===== config.mk =====
export PLATFORM = sky130hd
export DESIGN_NAME = divider_timer_with_reload
export DESIGN_NICKNAME = d
export VERILOG_FILES = /design/src/dtr_pkg.sv /design/src/divider_timer_with_reload.sv /design/src/dtr_front.sv /design/src/dtr_queue.sv /design/src/dtr_back.sv
export VERILOG_INCLUDE_DIRS = /design/src /design/src/src
export SDC_FILE = /design/constraint.sdc
export NUM_CORES = 1
export LEC_CHECK = 0
export ABC_AREA = 1
export BUFFER_PORTS_ARGS = -buffer_cell sky130_fd_sc_hd__buf_2
export CORE_MARGIN = 2
export CORE_UTILIZATION = 40
export CTS_CLUSTER_DIAMETER = 30
export DETAILED_ROUTE_END_ITERATION = 10
export GPL_ROUTABILITY_DRIVEN = 0
export PLACE_DENSITY = 0.65
export RECOVER_POWER = 100
export SLEW_MARGIN = 40
export SYNTH_ARGS = -nofsm -noshare
export SYNTH_HDL_FRONTEND = slang
export SYNTH_HIERARCHICAL = 1
export SYNTH_SLANG_ARGS = --single-unit

===== constraint.sdc =====
create_clock -name clk -period 1.9 [get_ports clk]
set_input_delay 0.38 -clock clk [delete_from_list [all_inputs] [get_ports clk]]
set_output_delay 0.38 -clock clk [all_outputs]
set_load 0.005 [all_outputs]

===== src/divider_timer_with_reload_defines.svh =====
// Assertion macros for the timer modules (used by dtr_back).
// Each macro expects clk and rst_n in scope at the point of use.
`ifndef DIVIDER_TIMER_WITH_RELOAD_DEFINES_SVH
`define DIVIDER_TIMER_WITH_RELOAD_DEFINES_SVH

// Same-cycle implication
`define DTR_CHECK_SAME(name, ante, cons, msg) \
    name: assert property (@(posedge clk) disable iff (!rst_n) (ante) |-> (cons)) \
        else $error(msg);

// Next-cycle implication
`define DTR_CHECK_NEXT(name, ante, cons, msg) \
    name: assert property (@(posedge clk) disable iff (!rst_n) (ante) |=> (cons)) \
        else $error(msg);

`endif


===== src/dtr_pkg.sv =====
`timescale 1ns / 1ps

package dtr_pkg;

    // Request codes on the input word
    localparam logic [1:0] REQ_TICK  = 2'd0;
    localparam logic [1:0] REQ_READ  = 2'd1;
    localparam logic [1:0] REQ_WRITE = 2'd2;

    // Register selects
    localparam logic [1:0] SEL_DIV  = 2'd0;
    localparam logic [1:0] SEL_TIMA = 2'd1;
    localparam logic [1:0] SEL_TMA  = 2'd2;
    localparam logic [1:0] SEL_TAC  = 2'd3;

    // TAC rate selects, named by machine cycles per TIMA step
    localparam logic [1:0] TAC_RATE_M256 = 2'd0;
    localparam logic [1:0] TAC_RATE_M4   = 2'd1;
    localparam logic [1:0] TAC_RATE_M16  = 2'd2;
    localparam logic [1:0] TAC_RATE_M64  = 2'd3;

    localparam logic [15:0] DIV_RESET      = 16'h00CA;
    localparam logic [15:0] DIV_STEP       = 16'd4;
    localparam int          TAC_ENABLE_BIT = 2;

    // Command queue between front and back
    localparam int QUEUE_DEPTH = 2;
    localparam int QUEUE_PTR_W = $clog2(QUEUE_DEPTH);
    localparam int QUEUE_CNT_W = $clog2(QUEUE_DEPTH + 1);

    typedef enum logic [1:0] {
        OP_TICK,
        OP_READ,
        OP_WRITE,
        OP_NOP
    } op_t;

    typedef struct packed {
        op_t        op;
        logic [1:0] sel;
        logic [7:0] data;
        logic [7:0] cycles;
    } cmd_t;

    typedef enum logic {
        ST_IDLE,
        ST_RUN
    } state_t;

    // Divider bit watched for each TAC rate select
    function automatic logic [3:0] watch_bit(input logic [1:0] rate_sel);
        logic [3:0] idx;
        begin
            unique case (rate_sel)
                TAC_RATE_M256: idx = 4'd9;
                TAC_RATE_M4:   idx = 4'd3;
                TAC_RATE_M16:  idx = 4'd5;
                default:       idx = 4'd7;
            endcase
            return idx;
        end
    endfunction

endpackage


===== src/divider_timer_with_reload.sv =====
`timescale 1ns / 1ps

// Channel | Handshake            | Word
// --------+----------------------+------------------------------------------------
// in      | in_valid / in_ready  | req_type, reg_select, write_data, cycle_count
// out     | out_valid / out_ready| read_data, timer_irq
//
// Reads, writes and no-ops go straight from the pop to the result register; a tick
// holds the execute unit through the pop, one clock per machine cycle, and the result.
// Decode stage and queue lie ahead of it: with nothing ahead, an accepted read passes
// the decode holding register, the queue and the result register in that order.
// Reset (rst_n low) sets DIV to 0x00CA and TIMA, TMA, TAC to zero.
// A stalled output holds the execute unit; input keeps filling the queue.
module divider_timer_with_reload
(
    input  logic       clk,
    input  logic       rst_n,
    input  logic       in_valid,
    output logic       in_ready,
    input  logic [1:0] req_type,
    input  logic [1:0] reg_select,
    input  logic [7:0] write_data,
    input  logic [7:0] cycle_count,
    output logic       out_valid,
    input  logic       out_ready,
    output logic [7:0] read_data,
    output logic       timer_irq
);

    logic          push_valid;
    logic          push_ready;
    dtr_pkg::cmd_t push_cmd;
    logic          q_valid;
    logic          q_pop;
    dtr_pkg::cmd_t q_cmd;

    // Decode
    dtr_front u_front
    (
        .clk         (clk),
        .rst_n       (rst_n),
        .in_valid    (in_valid),
        .in_ready    (in_ready),
        .req_type    (req_type),
        .reg_select  (reg_select),
        .write_data  (write_data),
        .cycle_count (cycle_count),
        .push_valid  (push_valid),
        .push_ready  (push_ready),
        .push_cmd    (push_cmd)
    );

    // Command queue
    dtr_queue u_queue
    (
        .clk        (clk),
        .rst_n      (rst_n),
        .push_valid (push_valid),
        .push_ready (push_ready),
        .push_cmd   (push_cmd),
        .pop_valid  (q_valid),
        .pop        (q_pop),
        .pop_cmd    (q_cmd)
    );

    // Execute
    dtr_back u_back
    (
        .clk       (clk),
        .rst_n     (rst_n),
        .q_valid   (q_valid),
        .pop       (q_pop),
        .q_cmd     (q_cmd),
        .out_valid (out_valid),
        .out_ready (out_ready),
        .read_data (read_data),
        .timer_irq (timer_irq)
    );

endmodule


===== src/dtr_front.sv =====
`timescale 1ns / 1ps

// Accepts input words, decodes them into commands and holds one for the queue.
module dtr_front
(
    input  logic             clk,
    input  logic             rst_n,
    input  logic             in_valid,
    output logic             in_ready,
    input  logic [1:0]       req_type,
    input  logic [1:0]       reg_select,
    input  logic [7:0]       write_data,
    input  logic [7:0]       cycle_count,
    output logic             push_valid,
    input  logic             push_ready,
    output dtr_pkg::cmd_t    push_cmd
);

    dtr_pkg::cmd_t cmd_reg;
    dtr_pkg::cmd_t cmd_next;
    logic          valid_reg;
    logic          accept;

    assign in_ready   = !valid_reg || push_ready;
    assign accept     = in_valid && in_ready;
    assign push_valid = valid_reg;
    assign push_cmd   = cmd_reg;

    // Decode: zero-cycle ticks and unknown requests become no-ops
    always_comb
    begin
        cmd_next.sel    = reg_select;
        cmd_next.data   = write_data;
        cmd_next.cycles = cycle_count;
        unique case (req_type)
            dtr_pkg::REQ_TICK:
                cmd_next.op = (cycle_count == 8'd0) ? dtr_pkg::OP_NOP : dtr_pkg::OP_TICK;
            dtr_pkg::REQ_READ:  cmd_next.op = dtr_pkg::OP_READ;
            dtr_pkg::REQ_WRITE: cmd_next.op = dtr_pkg::OP_WRITE;
            default:            cmd_next.op = dtr_pkg::OP_NOP;
        endcase
    end

    // Holding stage valid
    always_ff @(posedge clk or negedge rst_n)
    begin
        if (!rst_n)
        begin
            valid_reg <= 1'b0;
        end
        else if (accept)
        begin
            valid_reg <= 1'b1;
        end
        else if (push_ready)
        begin
            valid_reg <= 1'b0;
        end
    end

    // Holding stage payload
    always_ff @(posedge clk)
    begin
        if (accept)
        begin
            cmd_reg <= cmd_next;
        end
    end

endmodule


===== src/dtr_queue.sv =====
`timescale 1ns / 1ps

// Small command FIFO decoupling decode from execution.
module dtr_queue
(
    input  logic          clk,
    input  logic          rst_n,
    input  logic          push_valid,
    output logic          push_ready,
    input  dtr_pkg::cmd_t push_cmd,
    output logic          pop_valid,
    input  logic          pop,
    output dtr_pkg::cmd_t pop_cmd
);

    dtr_pkg::cmd_t                    mem_reg [dtr_pkg::QUEUE_DEPTH];
    logic [dtr_pkg::QUEUE_PTR_W-1:0]  wr_ptr_reg;
    logic [dtr_pkg::QUEUE_PTR_W-1:0]  rd_ptr_reg;
    logic [dtr_pkg::QUEUE_CNT_W-1:0]  count_reg;
    logic                             do_push;
    logic                             do_pop;

    assign push_ready = (count_reg != dtr_pkg::QUEUE_CNT_W'(dtr_pkg::QUEUE_DEPTH));
    assign pop_valid  = (count_reg != '0);
    assign pop_cmd    = mem_reg[rd_ptr_reg];
    assign do_push    = push_valid && push_ready;
    assign do_pop     = pop && pop_valid;

    // Pointers and fill count
    always_ff @(posedge clk or negedge rst_n)
    begin
        if (!rst_n)
        begin
            wr_ptr_reg <= '0;
            rd_ptr_reg <= '0;
            count_reg  <= '0;
        end
        else
        begin
            if (do_push)
            begin
                wr_ptr_reg <= (wr_ptr_reg == dtr_pkg::QUEUE_PTR_W'(dtr_pkg::QUEUE_DEPTH - 1))
                              ? '0 : wr_ptr_reg + 1'b1;
            end
            if (do_pop)
            begin
                rd_ptr_reg <= (rd_ptr_reg == dtr_pkg::QUEUE_PTR_W'(dtr_pkg::QUEUE_DEPTH - 1))
                              ? '0 : rd_ptr_reg + 1'b1;
            end
            if (do_push && !do_pop)
            begin
                count_reg <= count_reg + 1'b1;
            end
            else if (do_pop && !do_push)
            begin
                count_reg <= count_reg - 1'b1;
            end
        end
    end

    // Entry storage
    always_ff @(posedge clk)
    begin
        if (do_push)
        begin
            mem_reg[wr_ptr_reg] <= push_cmd;
        end
    end

endmodule


===== src/dtr_back.sv =====
`timescale 1ns / 1ps

`include "divider_timer_with_reload_defines.svh"

// Executes commands: register access straight from the pop, ticks one machine cycle per clock.
module dtr_back
(
    input  logic          clk,
    input  logic          rst_n,
    input  logic          q_valid,
    output logic          pop,
    input  dtr_pkg::cmd_t q_cmd,
    output logic          out_valid,
    input  logic          out_ready,
    output logic [7:0]    read_data,
    output logic          timer_irq
);

    dtr_pkg::state_t state_reg;
    dtr_pkg::state_t state_next;

    logic [15:0] divider_reg;
    logic [7:0]  timer_count_reg;
    logic [7:0]  reload_value_reg;
    logic [7:0]  timer_control_reg;
    logic [7:0]  remaining_reg;
    logic        irq_acc_reg;
    logic        out_valid_reg;
    logic [7:0]  read_data_reg;
    logic        timer_irq_reg;

    logic        slot_free;
    logic        step_en;
    logic        finish;
    logic [15:0] div_inc;
    logic [3:0]  watch_idx;
    logic        fall_edge;
    logic [7:0]  tima_inc;
    logic [7:0]  reg_value;

    assign slot_free = !out_valid_reg || out_ready;
    assign out_valid = out_valid_reg;
    assign read_data = read_data_reg;
    assign timer_irq = timer_irq_reg;

    // One machine cycle of the divider and the watched-bit edge
    assign div_inc   = divider_reg + dtr_pkg::DIV_STEP;
    assign watch_idx = dtr_pkg::watch_bit(timer_control_reg[1:0]);
    assign fall_edge = timer_control_reg[dtr_pkg::TAC_ENABLE_BIT]
                       && divider_reg[watch_idx] && !div_inc[watch_idx];
    assign tima_inc  = timer_count_reg + 8'd1;

    // Register read mux
    always_comb
    begin
        unique case (q_cmd.sel)
            dtr_pkg::SEL_DIV:  reg_value = divider_reg[15:8];
            dtr_pkg::SEL_TIMA: reg_value = timer_count_reg;
            dtr_pkg::SEL_TMA:  reg_value = reload_value_reg;
            default:           reg_value = timer_control_reg;
        endcase
    end

    // Next state
    always_comb
    begin
        state_next = state_reg;
        unique case (state_reg)
            dtr_pkg::ST_IDLE:
            begin
                if (q_valid && slot_free && q_cmd.op == dtr_pkg::OP_TICK)
                begin
                    state_next = dtr_pkg::ST_RUN;
                end
            end
            dtr_pkg::ST_RUN:
            begin
                if (remaining_reg == 8'd0 && slot_free)
                begin
                    state_next = dtr_pkg::ST_IDLE;
                end
            end
            default: state_next = dtr_pkg::ST_IDLE;
        endcase
    end

    // State outputs
    always_comb
    begin
        pop     = 1'b0;
        step_en = 1'b0;
        finish  = 1'b0;
        unique case (state_reg)
            dtr_pkg::ST_IDLE: pop = q_valid && slot_free;
            dtr_pkg::ST_RUN:
            begin
                step_en = (remaining_reg != 8'd0);
                finish  = (remaining_reg == 8'd0) && slot_free;
            end
            default: ;
        endcase
    end

    always_ff @(posedge clk or negedge rst_n)
    begin
        if (!rst_n)
        begin
            state_reg <= dtr_pkg::ST_IDLE;
        end
        else
        begin
            state_reg <= state_next;
        end
    end

    // Timer state and tick bookkeeping
    always_ff @(posedge clk or negedge rst_n)
    begin
        if (!rst_n)
        begin
            divider_reg       <= dtr_pkg::DIV_RESET;
            timer_count_reg   <= 8'd0;
            reload_value_reg  <= 8'd0;
            timer_control_reg <= 8'd0;
            remaining_reg     <= 8'd0;
            irq_acc_reg       <= 1'b0;
        end
        else if (pop && q_cmd.op == dtr_pkg::OP_WRITE)
        begin
            unique case (q_cmd.sel)
                dtr_pkg::SEL_DIV:  divider_reg       <= 16'd0;
                dtr_pkg::SEL_TIMA: timer_count_reg   <= q_cmd.data;
                dtr_pkg::SEL_TMA:  reload_value_reg  <= q_cmd.data;
                default:           timer_control_reg <= q_cmd.data;
            endcase
        end
        else if (pop && q_cmd.op == dtr_pkg::OP_TICK)
        begin
            remaining_reg <= q_cmd.cycles;
            irq_acc_reg   <= 1'b0;
        end
        else if (step_en)
        begin
            divider_reg   <= div_inc;
            remaining_reg <= remaining_reg - 8'd1;
            if (fall_edge)
            begin
                // wrap to zero reloads from TMA and flags the interrupt
                if (tima_inc == 8'd0)
                begin
                    timer_count_reg <= reload_value_reg;
                    irq_acc_reg     <= 1'b1;
                end
                else
                begin
                    timer_count_reg <= tima_inc;
                end
            end
        end
    end

    // Result word valid
    always_ff @(posedge clk or negedge rst_n)
    begin
        if (!rst_n)
        begin
            out_valid_reg <= 1'b0;
        end
        else if ((pop && q_cmd.op != dtr_pkg::OP_TICK) || finish)
        begin
            out_valid_reg <= 1'b1;
        end
        else if (out_ready)
        begin
            out_valid_reg <= 1'b0;
        end
    end

    // Result word payload
    always_ff @(posedge clk)
    begin
        if (pop && q_cmd.op != dtr_pkg::OP_TICK)
        begin
            read_data_reg <= (q_cmd.op == dtr_pkg::OP_READ) ? reg_value : 8'd0;
            timer_irq_reg <= 1'b0;
        end
        else if (finish)
        begin
            read_data_reg <= 8'd0;
            timer_irq_reg <= irq_acc_reg;
        end
    end

    `DTR_CHECK_SAME(a_irq_no_data, out_valid_reg && timer_irq_reg, read_data_reg == 8'd0, "irq word carries read data")
    `DTR_CHECK_NEXT(a_step_adds_four, step_en, divider_reg == $past(div_inc), "divider did not advance by one machine cycle")
    `DTR_CHECK_NEXT(a_idle_holds, state_reg == dtr_pkg::ST_IDLE && !q_valid, $stable(divider_reg) && $stable(timer_count_reg), "timer state moved with no command")
    `DTR_CHECK_SAME(a_run_no_pop, state_reg == dtr_pkg::ST_RUN, !pop, "command popped during a tick")

endmodule

======== After elaboration in Yosys (flattened, before gate mapping) ========
Memories as Yosys holds them, arrays and structs flattened.
Index checks and enable logic that the tools add are counted.
operators by class
  add/sub/neg operators ................... 7
  multiply operators ...................... 0
  div/mod/pow operators ................... 0
  magnitude comparators ................... 1
  eq/ne operators ......................... 12
  shift-type cells ........................ 0
  multiplexer cells ....................... 43
  bitwise logic cells ..................... 3
  reductions and logical operators ........ 47
operator list
  operator               count
  $mux 8                 11
  $mux 16                4
  $logic_not 8->1        3
  $pmux 8 s3             1
  $reduce_bool 2->1      11
  $mux 1                 19
  $add 16x3->16 const B  1
  $logic_and 1x1->1      13
  $pmux 4 s3             1
  $add 8x1->8 const B    1
  $bmux 1 s4             2
  $eq 2x1->1 const B     4
  $eq 2x2->1 const B     4
  $logic_not 2->1        4
  $reduce_and 4->1       2
  $reduce_bool 8->1      1
  $sub 8x1->8 const B    1
  $mux 2                 3
  $ne 2x2->1 const B     3
  $pmux 2 s3             1
  $reduce_and 2->1       3
  $logic_not 1->1        5
  $lt 4x5->1 const B     1
  $logic_or 1x1->1       3
  8 further kinds        11
word-level totals
  flip-flop bits (word level) ............. 85
  bits in latches ......................... 0
  memory bits (writable) .................. 40
  ROM bits ................................ 0
  bits of input ports ..................... 24
  output and inout bits ................... 11
  logic and storage cells ................. 132
  memories ................................ 1
memories
  memory           depth  bits a word  rd ports  clocked after Yosys merged registers in  write ports  line             text
  u_queue.mem_reg  2      20           1         0                                        1            dtr_queue.sv:16  dtr_pkg::cmd_t mem_reg [dtr_pkg::QUEUE_DEPTH];

======== Depth between registers and ports, before layout ========
Gate-level depths: netlist of run 1.
  depth in word-level cells ............... 10
  gate-level depth with buffers ........... 14
  depth with buffers taken out ............ 12

======== Modules after synthesis ========
The synthesis of run 1 kept the hierarchy.
by module, submodules not included
  module     times used  cells each  area an instance (um^2)  seq. area each (um^2)
  dtr_back   1           453         3,448.3                  1,490.2
  dtr_queue  1           133         1,712.9                  1,301.2
  dtr_front  1           39          696.9                    625.6

======== Worst setup path before layout of run 1 ========
OpenSTA, ideal clock, no wires.
  kind .................................... register to register
  start point ............................. reg u_queue/count_reg[0] (netlist name)
  end point ............................... reg u_front.cmd_reg (netlist bit u_front/push_cmd[0]) (enable)
  library setup time ...................... 0.404 ns
  arrival time ............................ 1.561 ns
  data required time ...................... 1.496 ns
  slack ................................... -0.065 ns
  cell stages (with the launch flop) ...... 5
  buffers on the path ..................... 0
  period minus slack after synthesis ...... 1.965 ns
  cells stage by stage .................... dfrtp_1 -> inv_2 -> nand2_4 -> inv_1 -> a21oi_1
between the ends
  cells in the longest elaborated chain, start to end .. 3
ends and longest elaborated chain
  what                      line                             text
  start: declaration        dtr_queue.sv:19                  logic [dtr_pkg::QUEUE_CNT_W-1:0] count_reg;
  start signal: assignment  dtr_queue.sv:52                  count_reg <= count_reg + 1'b1;
  start signal: assignment  dtr_queue.sv:56                  count_reg <= count_reg - 1'b1;
  $ne 2x2->1                dtr_queue.sv:23                  assign push_ready = (count_reg != dtr_pkg::QUEUE_CNT_W'(dtr_pkg::QUEUE_DEPTH));
  named net push_ready      divider_timer_with_reload.sv:31  logic push_ready;
  $logic_or 1x1->1          dtr_front.sv:24                  assign in_ready = !valid_reg || push_ready;
  $logic_and 1x1->1         dtr_front.sv:25                  assign accept = in_valid && in_ready;
  named net u_front.accept  dtr_front.sv:22                  logic accept;
  end signal: assignment    dtr_front.sv:66                  cmd_reg <= cmd_next;
  end: declaration          dtr_front.sv:19                  dtr_pkg::cmd_t cmd_reg;
The timed path passes the listed nets, and every way through them passes these cells.
A chain may end at the register's enable or synchronous reset.

==> summary.md, run 1 <==
| Metric | Value |
|---|---|
| Iter 0 DRT Violations | 232 |
| Number of synthesis warnings | 6 |
| Dpl ws | 32.08 ps |
| Fmax | 558.8 MHz |
| Final setup viols | 0 |
| Final Net Count | 717 |
| Startpoint Class | flip-flop |
| Final setup margin | 110.4 ps |
| GRT Overall Usage | 0.1620 |
| Rel. slew slack | 0.4777 |
| Power Density | 1602 nW/um^2 |
| Main synth FF type | edfxtp_1 |
| CP Capture Type | flip-flop |
| Critical Path RT | 2220 ps |
| Diodes inserted | 0 |
| Clk_lat worst skew | 410 ps |
| Detailed placer's ending HPWL | 8452 um |
| Crit Path Max Fanout | 15 |
| Synth area leaders | edfxtp_1, dfrtp_1, nand2_1 |
| Commonest non-fill, non-tap cell in the layout | nand2_1 |
| Unique masters post-synth | 43 |
| Leakage Power | 3.011 nW |
| Routed WL | 11920 um |
| Yosys top cell area share | 0.3486 |
| Yosys top cell by area | edfxtp_1 |
| Post-synthesis register bit count | 123 |
| Layout area overhead | 17.75% |
| Layout cells sized above 1 | 0.1771 |
| Placed Area | 6290 sq um |
| Synth Cell Area | 5858 sq um |
| Design Area, Final | 6898 sq um |
| Async SR Flop Fraction | 0.4390 |
| Gate Count Post-Synth | 625 |
| Worst Skew | 11.60 ps |
| Filler-free cell count of the finished design | 884 |
| Vias per cell | 4.886 |
| Unrepaired setup endpoints after global routing | yes |
| Mean Syn Cell Area | 9.373 sq um |
| Period utilization | 0.9419 |
| Status | finished, final reports clean |
| Placed cells | 847 |
| Vias in the first global route | 4218 |
| Period minus WS final | 1790 ps |
| CTS tree | yes |
| Largest net degree at the start of global routing | 55 |
| CTS clk-pin slew, worst paths | 60 ps |
| Initial antenna violation count | 0 |
| Largest register FFs | 40 |
| Final Max Tran Viols | 0 |
| Final Hold Viols | 0 |
| Die area | 15630 sq um |
| Gr ovfl total | 0 |
| Syn nets | 654 |
| Worst VDD drop | 844.2 uV |
| Ports | 35 |
| # rows | 44 |
| Num CTS Buffers | 17 |
| Number of synthesized flops with an enable pin | 68 |
| Fin Setup TNS | 0 ps |
| CTS Root Cell | clkbuf_16 |
| Core ar. | 14420 sq um |
| Crit path DAT | 2110 ps |
| Initial Utilization | 0.4061 |
| Clock tree buffer depth | 2 |
| Worst min path class | in2reg |
| Post-synthesis sequential area ratio | 0.5833 |
| H-tree depth | 4 |
| Routed vias | 4319 |
| WS Path Type | reg2reg |
| Most frequent cells in the layout | nand2_1, edfxtp_1, inv_1 |
| DR pass1 iterations | 8 |
| Die H | 125.0 um |
| Final core utilization | 0.4782 |
| DRC errors left | 0 |
| Worst Max-Slew Pin Slew | 783.5 ps |
| Clock Sinks | 123 |
| Max-cap violations | 0 |
| Final ANT Viol Nets | 0 |
| Global-route wire length before repair | 20490 um |
| WL/cell | 13.49 um |
| Port Buffer Count | 34 |
| Die width | 125.0 um |
## stage by stage
step | total power [mW] | hold slack [ps]
floorplan | 6.885 | 84.41
global placement | 7.777 | 407.6
detailed placement | 7.903 | 408.1
CTS | 10.99 | 122.4
global route | 11.85 | 119.7
finish | 11.05 | 142.3
## synthesized netlist by cell type, types with 6 or more instances
cell / instances
o21ai_1: 12
dfrtp_1: 51
nand4_1: 7
edfxtp_1: 68
nand3_1: 35
a21oi_1: 16
inv_2: 11
nand2_1: 212
o21ai_0: 31
xor2_1: 7
nand2_2: 6
buf_6: 6
inv_1: 55
nand2_4: 6
nor2_1: 42
## critical path: stages, from the launching register on
cell     delay, ps
dfrtp_1        450
inv_2          130
nand2_1         60
nand2_1         70
inv_1           70
nor2_4         130
nand2_8        130
o21ai_4        330
buf_4          180
nand2_1         40
o21ai_0         90
## cells by family (layout without fill, tap and decap cells)
family	Yosys count	in the layout	synth area share
simple gates	329	330	0.2484
flops	123	123	0.5833
buf+inv	81	155	0.06322
compound gates	76	76	0.07668
xor+xnor	11	11	0.01773
fa+ha+maj	5	5	0.01068
## layer usage
layer / track usage / vias to the layer above / part of all wire
met2: 0.2506 / 104 / 0.46
met3: 0.04065 / 10 / 0.044
li1: - / 2185 / -
met4: 0.06471 / 0 / 0.014
met5: 0 / - / 0
met1: 0.2203 / 2020 / 0.48
## cell type report
class,instances,area [sq um]
Tap cell,184,230.2
Inverter,68,262.8
Multi-Input combinational cell,422,2100
Sequential cell,123,3417
Clock inverter,12,125.1
Timing Repair Buffer,56,330.3
Clock buffer,19,432.9
Fill cell,1329,7526
## final timing paths
| kind | from | depth (start not counted) | endpoint | slack (ps) |
|---|---|---|---|---|
| max | u_queue/rd_ptr_reg | 10 | u_back/divider_reg[10] | 110 |
| min | write_data[4] | 1 | u_front/push_cmd[12] | 140 |
| max reg2reg | u_queue/rd_ptr_reg | 10 | u_back/divider_reg[10] | 110 |
| min reg2reg | u_front/push_cmd[7] | 0 | u_queue/mem_reg[0][7] | 440 |
| max in group asynchronous | rst_n | 3 | u_back/timer_count_reg[6] | 690 |
| min in group asynchronous | rst_n | 3 | u_back/divider_reg[5] | 690 |
## report_power, final
| part | total, mW | leakage, nW | internal [mW] | switching, mW |
|---|---|---|---|---|
| combinational | 3.67 | 1.42 | 1.25 | 2.42 |
| sequential | 4.32 | 1.34 | 3.75 | 0.567 |
| clock | 3.06 | 0.260 | 1.91 | 1.15 |
## what timing repair did
action	CTS	global route
endpoints found under the setup margin	0	39
hold buffers	1	0
hold endpoints to repair	51	0
gates resized for setup	0	11
setup buffers	0	4
Power figures use the tool's default switching activity.
==> run 2: changes to the inputs <==
ABC_AREA = unset   (was 1)
CORE_MARGIN = unset   (was 2)
PLACE_DENSITY = 0.66   (was 0.65)
==> run 2 against run 1 <==
Final cell count decreased by 21%. Global-route usage increased by 0.13 points. Largest cell class unchanged. The flow now finishes with violations (negative setup slack). Largest power group unchanged. Wire length decreased by 10%.
==> summary.md, run 2 <==
| Metric | Value |
|---|---|
| Leakage Power | 2.772 nW (was 3.011 nW) |
| Number of synthesis warnings | 6 (unchanged) |
| Worst reg2reg path depth | 9 (was 10) |
| Post-synthesis register bit count | 123 (unchanged) |
| Initial antenna violation count | 0 (unchanged) |
| Die width | 119.1 um (was 125.0 um) |
| Unique masters post-synth | 57 (was 43) |
| Async SR Flop Fraction | 0.4390 (unchanged) |
| Largest net degree at the start of global routing | 37 (was 55) |
| Period utilization | 1.022 (was 0.9419) |
| Detailed placer's ending HPWL | 7405 um (was 8452 um) |
| Synth area leaders | edfxtp_1, dfrtp_1, mux2_2 (was edfxtp_1, dfrtp_1, nand2_1) |
| Yosys top cell area share | 0.3725 (was 0.3486) |
| DR pass1 iterations | 4 (was 8) |
| Max-cap violations | 0 (unchanged) |
| Placed cells | 659 (was 847) |
| Failing checks | negative setup slack |
| Crit Path Max Fanout | 4 (was 15) |
| Vias per cell | 5.099 (was 4.886) |
| Commonest cells in the netlist | edfxtp_1, dfrtp_1, mux2_2, nor2_1, nand2_1 (was nand2_1, edfxtp_1, inv_1) |
| Final core utilization | 0.5354 (was 0.4782) |
| Gate Count Post-Synth | 409 (was 625) |
| Startpoint Class | flip-flop (unchanged) |
| Synth Cell Area | 5482 sq um (was 5858 sq um) |
| Final setup viols | 5 (was 0) |
| Worst min path class | in2reg (unchanged) |
| Syn nets | 438 (was 654) |
| Unrepaired setup endpoints after global routing | yes (unchanged) |
| Routed vias | 3554 (was 4319) |
| CTS clk-pin slew, worst paths | 50 ps (was 60 ps) |
| DRC errors left | 0 (unchanged) |
| WL/cell | 15.33 um (was 13.49 um) |
| Multi-input gate area | 2192 sq um (was 2100 sq um) |
| Num CTS Buffers | 17 (unchanged) |
| Final ANT Viol Nets | 0 (unchanged) |
| # rows | 42 (was 44) |
| Main synth FF type | edfxtp_1 (unchanged) |
| Gr ovfl total | 0 (unchanged) |
| Hold depth | 1 (unchanged) |
| Port Buffer Count | 34 (unchanged) |
| Status | finished, violations left (was finished, final reports clean) |
| Ports | 35 (unchanged) |
| Worst Max-Slew Pin Slew | 1100 ps (was 783.5 ps) |
| Iter 0 DRT Violations | 136 (was 232) |
| Fillers | 1072 (was 1329) |
| Rel. slew slack | 0.2667 (was 0.4777) |
| Commonest non-fill, non-tap cell in the layout | edfxtp_1 (was nand2_1) |
| Register area | 3417 sq um (unchanged) |
| Filler-free cell count of the finished design | 697 (was 884) |
| Crit path DAT | 2230 ps (was 2110 ps) |
| Period minus WS final | 1941 ps (was 1790 ps) |
| Final setup margin | -41.32 ps (was 110.4 ps) |
| Total power draw | 7.492 mW (was 11.05 mW) |
| Final Hold Viols | 0 (unchanged) |
| Die area | 14180 sq um (was 15630 sq um) |
| Met3 usage | 0.03975 (was 0.04065) |
| GR Util met2 | 0.2733 (was 0.2506) |
| H-tree depth | 4 (unchanged) |
| Worst VDD drop | 694.7 uV (was 844.2 uV) |
| Diodes inserted | 0 (unchanged) |
| Layout cells sized above 1 | 0.3724 (was 0.1771) |
| Final Max Tran Viols | 0 (unchanged) |
| Vias in the first global route | 3642 (was 4218) |
| Yosys top cell by area | edfxtp_1 (unchanged) |
| Number of synthesized flops with an enable pin | 68 (unchanged) |
| Top-count cell post-synth | edfxtp_1 (was nand2_1) |
| Clk_lat worst skew | 410 ps (about the same) |
| Mean Syn Cell Area | 13.40 sq um (was 9.373 sq um) |
| Die H | 119.1 um (was 125.0 um) |
| Most frequent cells in the layout | edfxtp_1, dfrtp_1, buf_4 (was nand2_1, edfxtp_1, inv_1) |
| GRT Overall Usage | 0.1633 (was 0.1620) |
| Post-synthesis sequential area ratio | 0.6234 (was 0.5833) |
| Clock Sinks | 123 (unchanged) |
| Core ar. | 13300 sq um (was 14420 sq um) |
| Routed WL | 10680 um (was 11920 um) |
| Clock tree buffer depth | 2 (unchanged) |
| CTS Root Cell | clkbuf_16 (unchanged) |
| GRT met1 Usage | 0.1998 (was 0.2203) |
| Global-route wire length before repair | 17800 um (was 20490 um) |
| Initial Utilization | 0.4123 (was 0.4061) |
| Final Net Count | 537 (was 717) |
| Layout area overhead | 29.86% (was 17.75%) |
| Busiest grt layer | met2 (unchanged) |
| Fmax | 515.1 MHz (was 558.8 MHz) |
| Largest register FFs | 40 (unchanged) |
| Worst Skew | 7.578 ps (was 11.60 ps) |
| WS Path Type | reg2reg (unchanged) |
| Power Density | 1053 nW/um^2 (was 1602 nW/um^2) |
| CTS tree | yes (unchanged) |
| Critical Path RT | 2190 ps (was 2220 ps) |
| CP Capture Type | flip-flop (unchanged) |
-- run 2: metal layers --
| metal | part of all wire | up-vias | routed length, um |
|---|---|---|---|
| li1 | - | 1721 | - |
| met1 | 0.45 | 1710 | 4840 |
| met2 | 0.49 | 105 | 5188 |
| met3 | 0.045 | 18 | 479 |
| met4 | 0.016 | 0 | 174 |
| met5 | 0 | - | 0 |
-- run 2: repair_timing --
item,in CTS,in global routing
hold buffers,1,0
gates cloned,1,0
buffers inserted,3,1
hold endpoints to repair,16,0
pin swaps,12,9
resized for setup,33,25
endpoints found under the setup margin,37,47
-- run 2: cell families after synthesis --
kind of cell | synth area share
simple gates | 0.1178
compound gates | 0.08127
mux | 0.1087
flops | 0.6234
xor+xnor | 0.03675
fa+ha+maj | 0.01141
buf+inv | 0.02077
-- run 2: stage by stage --
step           hold slack [ps]  setup WS, ps  TNS, ps  cell area, sq um
2_1_floorplan            84.41        -49.06   -535.5              5525
3_3_place_gp             356.8        -106.8    -1399              6238
3_5_place_dp             368.1        -189.7    -2841              6238
4_1_cts                  130.0        -104.3   -691.6              7039
5_1_grt                  128.7        -152.4    -1295              7118
6_report                 144.6        -41.32   -76.87              7118
-- run 2: where the power goes --
| part | switching [mW] | total, mW | internal (mW) |
|---|---|---|---|
| Combinational | 0.461 | 0.797 | 0.336 |
| Clock | 1.07 | 3.29 | 2.22 |
| Sequential | 0.118 | 3.40 | 3.28 |
-- run 2: cell type report --
cell class / instances / share of cell area
Inverter: 9 / 0.004746
Clock inverter: 8 / 0.02057
Clock buffer: 24 / 0.06486
Timing Repair Buffer: 93 / 0.09088
Sequential cell: 123 / 0.4800
Tap cell: 176 / 0.03094
Multi-Input combinational cell: 264 / 0.3080
-- run 2: worst paths after layout --
kind / endpoint / startpoint / slack, ps
min reg2reg: u_queue/mem_reg[0][11] / u_front/push_cmd[11] / 440
max reg2reg: u_back/divider_reg[14] / u_queue/rd_ptr_reg / -40
max: u_back/divider_reg[14] / u_queue/rd_ptr_reg / -40
min in group asynchronous: u_back/timer_count_reg[5] / rst_n / 700
min: u_front/push_cmd[11] / write_data[3] / 140
max in group asynchronous: u_back/divider_reg[3] / rst_n / 240
-- run 2: critical path, cell delays in order, from the launching register on --
cell and delay (ps):
dfrtp_1 410, mux2_4 330, nor2b_4 110, nand4_1 150
buf_4 200, o31ai_4 170, buf_6 140, nand3_1 80
xor2_1 170, nor2_1 60
